File: src/rtl/ede_pkg.sv
package ede_pkg;

   // Width of the symbol field on the request channel
   localparam int SYMBOL_FIELD_BITS = 24;
   // Width of the distance field on the response channel
   localparam int DISTANCE_BITS = 7;

   // Request opcodes
   localparam logic OP_QUERY     = 1'b0;
   localparam logic OP_CANDIDATE = 1'b1;

   // Sequencer states
   localparam logic [1:0] ST_IDLE = 2'd0;
   localparam logic [1:0] ST_CELL = 2'd1;
   localparam logic [1:0] ST_FIN  = 2'd2;

   typedef struct packed {
      logic                         opcode;
      logic [SYMBOL_FIELD_BITS-1:0] symbol;
      logic                         last;
   } req_payload_type;

   typedef struct packed {
      logic [DISTANCE_BITS-1:0] distance;
      logic                     too_long;
   } rsp_payload_type;

endpackage

File: src/rtl/ede_ram.sv
module ede_ram #(
   parameter int WIDTH = 8,
   parameter int DEPTH = 64,
   parameter int AW    = 6
) (
   input  logic             clock,
   input  logic             wr_en,
   input  logic [AW-1:0]    wr_addr,
   input  logic [WIDTH-1:0] wr_data,
   input  logic [AW-1:0]    rd_addr,
   output logic [WIDTH-1:0] rd_data
);

   logic [WIDTH-1:0] mem [DEPTH];

   // One write port, one registered read port
   always_ff @(posedge clock) begin
      if (wr_en) begin
         mem[wr_addr] <= wr_data;
      end
      rd_data <= mem[rd_addr];
   end

endmodule

File: src/rtl/ede_cell_unit.sv
module ede_cell_unit #(
   parameter int CW = 7,
   parameter int SW = 24
) (
   input  logic          first,
   input  logic [CW-1:0] count,
   input  logic [CW-1:0] above,
   input  logic [CW-1:0] left,
   input  logic [CW-1:0] diag,
   input  logic [SW-1:0] qsym,
   input  logic [SW-1:0] sym,
   output logic [CW-1:0] new_cost
);

   logic          sub;
   logic [CW:0]   del_cost;
   logic [CW:0]   ins_cost;
   logic [CW:0]   sub_cost;
   logic [CW:0]   min_ab;
   logic [CW:0]   min_all;

   // Three candidate costs, one extra bit for the +1
   assign sub      = (qsym != sym);
   assign del_cost = {1'b0, above} + (CW+1)'(1);
   assign ins_cost = {1'b0, left} + (CW+1)'(1);
   assign sub_cost = {1'b0, diag} + (CW+1)'(sub);

   assign min_ab  = (del_cost < ins_cost) ? del_cost : ins_cost;
   assign min_all = (min_ab < sub_cost) ? min_ab : sub_cost;

   // Column zero of the row holds the count of candidate symbols so far
   assign new_cost = first ? count : min_all[CW-1:0];

endmodule

File: src/rtl/edit_distance_engine.sv
// Levenshtein edit distance engine.
// Request channel (req_valid/req_ready/req_payload): opcode 0 appends a
// symbol to the stored query, opcode 1 feeds one candidate symbol; last
// marks the final symbol of a word. The first query symbol after a
// completed query starts a new query.
// Response channel (rsp_valid/rsp_ready/rsp_payload): one transfer per
// candidate word, carrying the distance and a too_long flag.
// Sequence: a query symbol is absorbed in the idle state. A candidate
// symbol is accepted, then processed one row entry per cycle through
// the shared cell unit and the cost row memory. A final candidate
// symbol then loads the response register. Dropped candidate symbols
// skip the row update.
// req_ready is low while a row update runs.
// Stalls: the response register holds a result until it is taken while
// new requests keep being accepted; a second result waits in the engine
// (req_ready low) until the register frees up.
// Reset clears all word state; the query and cost row memories need no
// clearing, as entries are always written before they are read.
module edit_distance_engine #(
   parameter int MAX_LEN     = 64,
   parameter int SYMBOL_BITS = 24
) (
   input  logic                     clock,
   input  logic                     reset,
   input  logic                     req_valid,
   output logic                     req_ready,
   input  ede_pkg::req_payload_type req_payload,
   output logic                     rsp_valid,
   input  logic                     rsp_ready,
   output ede_pkg::rsp_payload_type rsp_payload
);

   localparam int SW  = (SYMBOL_BITS < ede_pkg::SYMBOL_FIELD_BITS) ?
                        SYMBOL_BITS : ede_pkg::SYMBOL_FIELD_BITS;
   localparam int CW  = $clog2(MAX_LEN + 1);
   localparam int QAW = (MAX_LEN > 1) ? $clog2(MAX_LEN) : 1;

   // Control state
   logic [1:0]    state_ff, state_in;
   logic [CW-1:0] qlen_ff, qlen_in;
   logic          qdone_ff, qdone_in;
   logic          ovf_ff, ovf_in;
   logic          active_ff, active_in;
   logic          cdrop_ff, cdrop_in;
   logic [CW-1:0] count_ff, count_in;
   logic [CW-1:0] idx_ff, idx_in;
   logic          rsp_valid_ff, rsp_valid_in;

   // Datapath state
   logic          fresh_ff, fresh_in;
   logic          last_ff, last_in;
   logic [SW-1:0] sym_ff, sym_in;
   logic [CW-1:0] left_ff, left_in;
   logic [CW-1:0] diag_ff, diag_in;
   logic [CW-1:0] final_ff, final_in;
   logic [CW-1:0] res_dist_ff, res_dist_in;
   logic          res_long_ff, res_long_in;
   ede_pkg::rsp_payload_type rsp_data_ff, rsp_data_in;

   logic          accept;
   logic          is_query;
   logic [CW-1:0] eff_len;
   logic          cand_drop;
   logic          rsp_free;
   logic          cell_done;
   logic [CW-1:0] cell_above;
   logic [CW-1:0] new_cost;
   logic [CW+6:0] dist_wide;

   logic          q_wr_en;
   logic [QAW-1:0] q_wr_addr;
   logic [QAW-1:0] q_rd_addr;
   logic [SW-1:0]  q_rd_data;
   logic          row_wr_en;
   logic [CW-1:0] row_rd_addr;
   logic [CW-1:0] row_rd_data;

   assign req_ready   = (state_ff == ede_pkg::ST_IDLE);
   assign rsp_valid   = rsp_valid_ff;
   assign rsp_payload = rsp_data_ff;

   assign accept    = req_valid & req_ready;
   assign is_query  = (req_payload.opcode == ede_pkg::OP_QUERY);
   assign eff_len   = qdone_ff ? '0 : qlen_ff;
   assign cand_drop = active_ff && (count_ff == CW'(MAX_LEN));
   assign rsp_free  = !rsp_valid_ff || rsp_ready;
   assign cell_done = (idx_ff == qlen_ff);
   assign cell_above = fresh_ff ? idx_ff : row_rd_data;
   assign dist_wide = {7'd0, res_dist_ff};

   // Memory ports
   assign q_wr_en     = accept && is_query && (eff_len < CW'(MAX_LEN));
   assign q_wr_addr   = eff_len[QAW-1:0];
   assign row_wr_en   = (state_ff == ede_pkg::ST_CELL);
   assign row_rd_addr = (state_ff == ede_pkg::ST_CELL && !cell_done) ?
                        idx_ff + CW'(1) : '0;
   assign q_rd_addr   = (state_ff == ede_pkg::ST_CELL && !cell_done) ?
                        idx_ff[QAW-1:0] : '0;

   ede_ram #(
      .WIDTH (SW),
      .DEPTH (MAX_LEN),
      .AW    (QAW)
   ) u_query_ram (
      .clock   (clock),
      .wr_en   (q_wr_en),
      .wr_addr (q_wr_addr),
      .wr_data (req_payload.symbol[SW-1:0]),
      .rd_addr (q_rd_addr),
      .rd_data (q_rd_data)
   );

   ede_ram #(
      .WIDTH (CW),
      .DEPTH (MAX_LEN + 1),
      .AW    (CW)
   ) u_row_ram (
      .clock   (clock),
      .wr_en   (row_wr_en),
      .wr_addr (idx_ff),
      .wr_data (new_cost),
      .rd_addr (row_rd_addr),
      .rd_data (row_rd_data)
   );

   ede_cell_unit #(
      .CW (CW),
      .SW (SW)
   ) u_cell (
      .first    (idx_ff == '0),
      .count    (count_ff),
      .above    (cell_above),
      .left     (left_ff),
      .diag     (diag_ff),
      .qsym     (q_rd_data),
      .sym      (sym_ff),
      .new_cost (new_cost)
   );

   // Sequencer and word bookkeeping
   always_comb begin
      state_in     = state_ff;
      qlen_in      = qlen_ff;
      qdone_in     = qdone_ff;
      ovf_in       = ovf_ff;
      active_in    = active_ff;
      cdrop_in     = cdrop_ff;
      count_in     = count_ff;
      idx_in       = idx_ff;
      rsp_valid_in = rsp_valid_ff;
      fresh_in     = fresh_ff;
      last_in      = last_ff;
      sym_in       = sym_ff;
      left_in      = left_ff;
      diag_in      = diag_ff;
      final_in     = final_ff;
      res_dist_in  = res_dist_ff;
      res_long_in  = res_long_ff;
      rsp_data_in  = rsp_data_ff;

      // Response register drains independently
      if (rsp_valid_ff && rsp_ready) begin
         rsp_valid_in = 1'b0;
      end

      unique case (state_ff)
         ede_pkg::ST_IDLE: begin
            if (accept && is_query) begin
               // Query symbol: abandon any candidate, append or drop
               active_in = 1'b0;
               cdrop_in  = 1'b0;
               if (qdone_ff) begin
                  qdone_in = 1'b0;
                  ovf_in   = 1'b0;
               end
               if (eff_len < CW'(MAX_LEN)) begin
                  qlen_in = eff_len + CW'(1);
               end else begin
                  qlen_in = eff_len;
                  ovf_in  = 1'b1;
               end
               if (req_payload.last) begin
                  qdone_in = 1'b1;
               end
            end else if (accept) begin
               // Candidate symbol
               active_in   = !req_payload.last;
               res_long_in = ovf_ff || cand_drop || (active_ff && cdrop_ff);
               if (req_payload.last) begin
                  cdrop_in = 1'b0;
               end else begin
                  cdrop_in = cand_drop || (active_ff && cdrop_ff);
               end
               if (cand_drop) begin
                  res_dist_in = final_ff;
                  if (req_payload.last) begin
                     state_in = ede_pkg::ST_FIN;
                  end
               end else begin
                  fresh_in = !active_ff;
                  last_in  = req_payload.last;
                  sym_in   = req_payload.symbol[SW-1:0];
                  count_in = (active_ff ? count_ff : '0) + CW'(1);
                  idx_in   = '0;
                  state_in = ede_pkg::ST_CELL;
               end
            end
         end
         ede_pkg::ST_CELL: begin
            // One row entry per cycle through the shared cell unit
            left_in = new_cost;
            diag_in = cell_above;
            if (cell_done) begin
               final_in    = new_cost;
               res_dist_in = new_cost;
               state_in    = last_ff ? ede_pkg::ST_FIN : ede_pkg::ST_IDLE;
            end else begin
               idx_in = idx_ff + CW'(1);
            end
         end
         ede_pkg::ST_FIN: begin
            // Load the response register once it is free
            if (rsp_free) begin
               rsp_valid_in         = 1'b1;
               rsp_data_in.distance = dist_wide[ede_pkg::DISTANCE_BITS-1:0];
               rsp_data_in.too_long = res_long_ff;
               state_in             = ede_pkg::ST_IDLE;
            end
         end
         default: begin
            state_in = ede_pkg::ST_IDLE;
         end
      endcase
   end

   // Control registers
   always_ff @(posedge clock) begin
      if (reset) begin
         state_ff     <= ede_pkg::ST_IDLE;
         qlen_ff      <= '0;
         qdone_ff     <= 1'b0;
         ovf_ff       <= 1'b0;
         active_ff    <= 1'b0;
         cdrop_ff     <= 1'b0;
         count_ff     <= '0;
         idx_ff       <= '0;
         rsp_valid_ff <= 1'b0;
      end else begin
         state_ff     <= state_in;
         qlen_ff      <= qlen_in;
         qdone_ff     <= qdone_in;
         ovf_ff       <= ovf_in;
         active_ff    <= active_in;
         cdrop_ff     <= cdrop_in;
         count_ff     <= count_in;
         idx_ff       <= idx_in;
         rsp_valid_ff <= rsp_valid_in;
      end
   end

   // Datapath registers
   always_ff @(posedge clock) begin
      fresh_ff    <= fresh_in;
      last_ff     <= last_in;
      sym_ff      <= sym_in;
      left_ff     <= left_in;
      diag_ff     <= diag_in;
      final_ff    <= final_in;
      res_dist_ff <= res_dist_in;
      res_long_ff <= res_long_in;
      rsp_data_ff <= rsp_data_in;
   end

endmodule

File: config.mk
export PLATFORM = sky130hd
export DESIGN_NAME = edit_distance_engine
export DESIGN_NICKNAME = d
export VERILOG_FILES = /design/src/rtl/ede_pkg.sv /design/src/rtl/ede_ram.sv /design/src/rtl/ede_cell_unit.sv /design/src/rtl/edit_distance_engine.sv
export SDC_FILE = /design/constraint.sdc
export NUM_CORES = 2
export LEC_CHECK = 0
export BUFFER_PORTS_ARGS = -buffer_cell sky130_fd_sc_hd__buf_2
export CAP_MARGIN = 40
export CORE_ASPECT_RATIO = 0.9
export CORE_MARGIN = 1.5
export CORE_UTILIZATION = 32
export DETAILED_ROUTE_END_ITERATION = 7
export HOLD_SLACK_MARGIN = 0.15
export PLACE_DENSITY = 0.42
export REMOVE_ABC_BUFFERS = 1
export SLEW_MARGIN = 20
export SYNTH_ARGS = -nofsm -noshare
export SYNTH_HDL_FRONTEND = slang
export SYNTH_HIERARCHICAL = 1
export SYNTH_SLANG_ARGS = --single-unit
File: constraint.sdc
create_clock -name clock -period 11.8 [get_ports clock]
set_clock_uncertainty 0.2 [all_clocks]
set_input_delay 1.77 -clock clock [delete_from_list [all_inputs] [get_ports clock]]
set_output_delay 1.77 -clock clock [all_outputs]
set_load 0.05 [all_outputs]
# Word-level counts from Yosys, hierarchy flattened
# Memory sizes are Yosys's and may differ from the RTL's. A register that Yosys moved wholly into a read port is not among the register bits.
# Index checks and enable logic that the tools add are counted.
[word_totals]
ff_bits = 91
mem_bits_rw = 1991
inputBits = 30
output_inout_bits = 10
elab_cells = 118
memories = 2
[op_classes]
addsub = 6
n_lt_le_gt_ge = 3
n_eq_ne = 14
muxes = 42
bitwise_logic = 4
n_reduce_logical = 28
[mem_list]
columns = ["memory", "depth", "word_bits", "rd", "rd_clocked_by_memory_dff", "write_ports", "line_no", "rtl"]
rows = [
  ["u_query_ram.mem", 64, 24, 1, 1, 1, "ede_ram.sv:14", "logic [WIDTH-1:0] mem [DEPTH];"],
  ["u_row_ram.mem", 65, 7, 1, 1, 1, "ede_ram.sv:14", ""],
]
[op_table]
columns = ["op", "count"]
rows = [
  ["2-to-1 mux 7 bit", 15],
  ["one-hot mux 7 bit (2 select lines)", 2],
  ["inequality test 24 bit", 1],
  ["adder 7 x 1 -> 7 bit (second input constant)", 3],
  ["adder 7 x 1 -> 8 bit (second input constant)", 2],
  ["< comparator 8 bit", 2],
  ["2-to-1 mux 1 bit", 15],
  ["AND reduction 5 bit", 3],
  ["2-to-1 mux 2 bit", 7],
  ["inequality test 2 bit (second input constant)", 6],
  ["adder 7 x 1 -> 8 bit", 1],
  ["2-to-1 mux 8 bit", 1],
  ["AND reduction 2 bit", 4],
  ["equality test 7 bit", 1],
  ["equality test 7 bit (second input constant)", 1],
  ["logical NOT 7 bit", 1],
  ["< comparator 7 bit (second input constant)", 1],
  ["logical AND 1 bit", 6],
  ["2-to-1 mux 6 bit", 1],
  ["one-hot mux 2 bit (3 select lines)", 1],
  ["AND reduction 3 bit", 2],
  ["logical NOT 1 bit", 4],
  ["logical OR 1 bit", 4],
  ["inequality test 2 x 1 -> 1 bit (second input constant)", 2],
  ["8 further kinds", 11],
]

# Depth between registers and ports, before layout
[logic_depth]
depth_word = 9
mapped_depth = 24
ltp_nobuf = 22

# Cells and area by module
# Netlist, hierarchy kept.
[by_module_without_submodules]
columns = ["mod", "instances", "cells_per_inst", "area_per_inst_um2", "seq_area_each_um2"]
rows = [
  ["ede_ram (u_query_ram)", 1, 2610, 59295.6, 46604.7],
  ["ede_ram (u_row_ram)", 1, 818, 17974.7, 13803.2],
  ["edit_distance_engine", 1, 323, 3867.5, 2452.4],
  ["ede_cell_unit", 1, 167, 1221.2, 0.0],
]

# Worst setup path before layout
# No wires, ideal clock.
[synth_path]
kind = "reg-to-reg"
start = "reg fresh_ff"
end = "reg final_ff[1], data pin"
arrival_time_ns = 6.724
path_slack_ns = 4.142
path_stages_with_launch = 20
path_buffers = 1
period_less_slack_ns = 7.658
path_cell_list = "edfxtp_1 -> clkbuf_1 -> mux2_2 -> ha_1 -> xnor2_1 -> inv_1 -> ha_1 -> o21ai_0 -> nand2b_1 -> a31oi_1 -> o311ai_2 -> mux2i_1 -> ha_1 -> and4_1 -> a21oi_1 -> o2111ai_1 -> nor2_1 -> mux2i_1 -> a31o_2 -> o21ai_0"
[synth_via]
elab_chain_len = 7
[synth_rtl]
columns = ["item", "line_no", "rtl"]
rows = [
  ["from (decl)", "edit_distance_engine.sv:50", "logic fresh_ff, fresh_in;"],
  ["from (signal assigned)", "edit_distance_engine.sv:263", "fresh_ff <= fresh_in;"],
  ["2-to-1 mux 7 bit (*)", "edit_distance_engine.sv:88", "assign cell_above = fresh_ff ? idx_ff : row_rd_data;"],
  ["via cell_above[0]", "edit_distance_engine.sv:66", "logic [CW-1:0] cell_above;"],
  ["adder 7 x 1 -> 8 bit (*)", "ede_cell_unit.sv:24", "assign del_cost = {1'b0, above} + (CW+1)'(1);"],
  ["< comparator 8 bit", "ede_cell_unit.sv:28", "assign min_ab = (del_cost < ins_cost) ? del_cost : ins_cost;"],
  ["2-to-1 mux 8 bit (*)", "ede_cell_unit.sv:28", ""],
  ["< comparator 8 bit", "ede_cell_unit.sv:29", "assign min_all = (min_ab < sub_cost) ? min_ab : sub_cost;"],
  ["2-to-1 mux 7 bit (*)", "ede_cell_unit.sv:29", ""],
  ["2-to-1 mux 7 bit (*)", "ede_cell_unit.sv:32", "assign new_cost = first ? count : min_all[CW-1:0];"],
  ["via new_cost[1]", "edit_distance_engine.sv:67", "logic [CW-1:0] new_cost;"],
  ["to (signal assigned)", "edit_distance_engine.sv:268", "final_ff <= final_in;"],
  ["to (decl)", "edit_distance_engine.sv:55", "logic [CW-1:0] final_ff, final_in;"],
]
# The timed path passes the listed nets; every way through them passes the cells marked *.
# A chain may end at the register's enable or synchronous reset.

# Worst setup path after layout
[layout_path]
start = "reg idx_ff[2]"
end = "reg final_ff[5], data pin"
[layout_via]
elab_chain_len = 7
word_cells_on_any_way = 8
[layout_rtl]
columns = ["item", "line_no", "rtl"]
rows = [
  ["from (decl)", "edit_distance_engine.sv:46", "logic [CW-1:0] idx_ff, idx_in;"],
  ["from (signal assigned)", "edit_distance_engine.sv:256", "idx_ff <= idx_in;"],
  ["2-to-1 mux 7 bit (*)", "edit_distance_engine.sv:88", ""],
  ["via cell_above[2]", "edit_distance_engine.sv:66", ""],
  ["adder 7 x 1 -> 8 bit (*)", "ede_cell_unit.sv:24", ""],
  ["< comparator 8 bit", "ede_cell_unit.sv:28", ""],
  ["2-to-1 mux 8 bit (*)", "ede_cell_unit.sv:28", ""],
  ["< comparator 8 bit", "ede_cell_unit.sv:29", ""],
  ["2-to-1 mux 7 bit (*)", "ede_cell_unit.sv:29", ""],
  ["2-to-1 mux 7 bit (*)", "ede_cell_unit.sv:32", ""],
  ["via new_cost[5]", "edit_distance_engine.sv:67", ""],
]
# Marked as above.

==> impl_results.md <==
* Clk sink count at 2113
* HPWL after detailed placement at around 140 mm
* CP max FO at slightly below 70
* Status: completed
* Simple-gate share of the synthesized area at under 10%
* Most Crowded Layer GR: met2
* Fmax at 161 MHz
* Reg power frac at 53.3%
* Relative slew slack at between 30% and 40%
* Core area at 256000 µm²
* P_int at 12300 µW
* DR vias at ~40000
* Syn Area/Cell at 21.0 µm²
* Post-route DRC at 0
* First-pass GRT wire length at between 300 and 400 mm
* Post-synth EDFFs at between 2000 and 2500
* H-tree lvl count at 4
* Worst-Skew Late Latency at a little under 0.9 ns
* Final hold vios at 0
* Fillcell total at roughly 23000
* List of most frequent post-synthesis cells: 2054 x edfxtp_1, 467 x mux4_2, 179 x nor2_1
* Main combinational cell family by area after synthesis: multiplexers
* LEAKAGE at roughly 0.029 µW
* HP Start: res_dist_ff[3]
* Dpl cells at ~7400
* GRT overflow at 0
* Setup crit end kind: register
* Unrepaired setup endpoints after global routing: false
* Post-Synthesis Cell Area at between 80000 and 90000 µm²
* Setup WS pre-CTS at 5.65 ns
* Sequential cell area fraction in the yosys report at 76.3%
* Synthesis-to-layout area growth at 17.0%
* Type of the worst min-delay path: reg2reg
* Non-Filler Instances at ~8000
* Post-Synthesis Cells at 3918
* Final-report setup violation count at 0
* Total routed wirelength at 230 mm
* Pwr/cell area at around 160 nW/µm²
* Setup slack, reg-to-reg at 5.59 ns
* Synth top area share at between 70 and 80%
* Die width at 538 µm
* R2R depth at 19
* Num ports at 40
* Clk Tree Root Cell: clkbuf_16
* Post-layout min period at slightly above 6 ns
* Post-cts sizing count at 0
* GRT Total Usage at between 15 and 20%
* Compound-cell area share of the yosys netlist at under 10%
* RR Startpoint: idx_ff[2]
* Total CTS buffers at 230
* Final Max Tran Viols at 0
* Top-count cell post-synth: edfxtp_1
* XOR/XNOR share of the synthesized area at less than 1%
* Hold Buf Count CTS at 0
* Met3 Use GR at 2.56%
* Worst Path Required at 12.10 ns
* Yosys reg bits at 2113
* Nets at 4276
* CTS tree: built
* Crit path capture: final_ff[5]
* Initial DRC count at around 3700
* CP arrival at 6.51 ns
* Full die area at 260000 µm²
* Comb pwr share at under 10%
* Initial antenna violation count at 10
* GR Util met2 at a little over a quarter
* Layout cells sized above 1 at 28.8%
* Critical path launch point type: register
* Multiplexer share of the synthesized area at between 10% and 20%
* Num rows at 176
* Initial Util at roughly 32%
* ANT nets after route at 0
* Reg-to-reg endpoint: final_ff[5]
* Max Cap Viol at 0
* DIE HEIGHT at roughly 480 µm
* Post-route clock period utilization at 52.7%
* Syn. warnings at 6
* Largest net degree at the start of global routing at 113
* Distinct cells, synth at 83
* Routability cong. at 0.786
* Ys async rst share at 0%
* Area contributors post-synth: edfxtp_1 75%, mux4_2 13%, mux2i_1 1.6%, dfxtp_1 1.4%, mux2_2 1.2%
* Setup WS post-layout at 5.59 ns
* Worst Setup SP: idx_ff[2]
* Worst-path clk slew at approximately 0.070 ns
* Peak supply drop at approximately 0.11 mV
* Tightest Pin Transition at around 1 ns
* Vias/cell at 5.12
* Clock power frac at between 40 and 50%
* Vias in the first global route at between 40000 and 50000
* # port buffers at 39
* Drt pass-1 iters at 5
* Clock Path Buffers at 4
* GRT met1 Usage at 26.2%
* P_sw at 3190 µW
* Synth area leader: edfxtp_1
* CP Class: reg2reg
* Synth Area in Adders at 0.319%
* WL/cell at 29.5 µm
* Sw Share at a little over 20%
* Power Total at roughly 15000 µW
* Ys flop type: edfxtp_1
* Hold Slack at 0.217 ns
* Setup Buffers After CTS at 0
[state kept, by name (all words and copies together) (netlist names), 8 cells and up]
| signal | cells |
|---|---|
| sym_ff | 24 |
| u_row_ram/mem | 455 |
| u_query_ram/mem | 1536 |
| rsp_payload | 8 |
| u_query_ram/rd_data | 24 |
[how the worst min path moves through the flow]
stage                     cells after the start        endpoint  slack, ns
after detailed placement                      0  rsp_payload[0]       0.22
after global routing                          0  rsp_payload[4]       0.22
final                                         0  rsp_payload[4]       0.22
after floorplan                               0  rsp_payload[0]       0.20
after global placement                        0  rsp_payload[0]       0.22
after CTS                                     0  rsp_payload[4]       0.22
[power groups by stage]
stage                     logic (µW)  registers [µW]  clock network (µW)
after floorplan                  114            8410                   0
after global placement           306            8420                   0
after detailed placement         327            8410                   0
after CTS                        327            8260                7110
after global routing             353            8250                7370
final                            325            8260                6910
[cell usage in the layout, fill, tap and decap left out, types with 42 or more instances in the layout]
cell type,instances
a21oi_1,45
a221oi_1,54
a22oi_1,43
buf_16,45
buf_2,45
buf_4,156
clkbuf_1,57
clkbuf_16,234
clkinv_1,42
clkinv_2,51
dfxtp_1,59
edfxtp_1,2054
mux2_2,89
mux2i_1,130
mux4_2,467
nand2_1,105
nand3_1,44
nor2_1,110
nor2_4,46
o22ai_1,53
[worst max-delay path, stage by stage (launching register included)]
cell and delay [ns]:
dfxtp_1 0.70, mux2_2 0.35, nand3_1 0.16, xor2_1 0.23, inv_1 0.07, ha_1 0.27, o21ai_0 0.07, nand2b_1 0.07
a31oi_1 0.14, o311ai_2 0.63, mux2i_1 0.37, ha_1 0.19, a21o_1 0.11, a21oi_1 0.07, o2111ai_1 0.33, nor2_1 0.09
mux2i_1 0.70, a21oi_1 0.23, o21ai_4 0.17, buf_4 0.54
[layout make-up]
type	instances	area [µm²]	share of cell area, %
flip-flops and latches	2113	62900	65.2
multi-input cells	1579	18800	19.5
clock buffers	302	6220	6.45
well taps	3382	4230	4.39
repair buffers	277	3220	3.34
clock inverters	118	906	0.940
inverters	24	90.1	0.0935
diodes	14	35.0	0.0363
[metal layers]
layer | share of wire (%) | up-vias
met5 | 0 | -
met4 | 2.0 | 0
met3 | 4.5 | 265
met2 | 46 | 932
met1 | 47 | 21753
li1 | - | 17035
[through the flow]
| step | setup TNS [ns] | cell area [µm²] | utilization, % |
|---|---|---|---|
| 6_report | 0 | 96400 | 37.7 |
| 5_1_grt | 0 | 96400 | 37.7 |
| 4_1_cts | 0 | 96000 | 37.5 |
| 3_5_place_dp | 0 | 88900 | 34.8 |
| 3_3_place_gp | 0 | 87200 | 34.1 |
| 2_1_floorplan | -514.52 | 81300 | - |
[logic make-up (layout without fill, tap and decap cells)]
kind of cell,after synthesis,after routing
AO/OA/AOI/OAI,333,333
XOR/XNOR,52,52
adder cells (fa/ha/maj),21,21
buffers and inverters,226,721
flip-flops,2113,2113
multiplexers,687,687
other,0,14
AND/OR/NAND/NOR,486,486
Note: power is estimated with default switching activity, not from simulation.
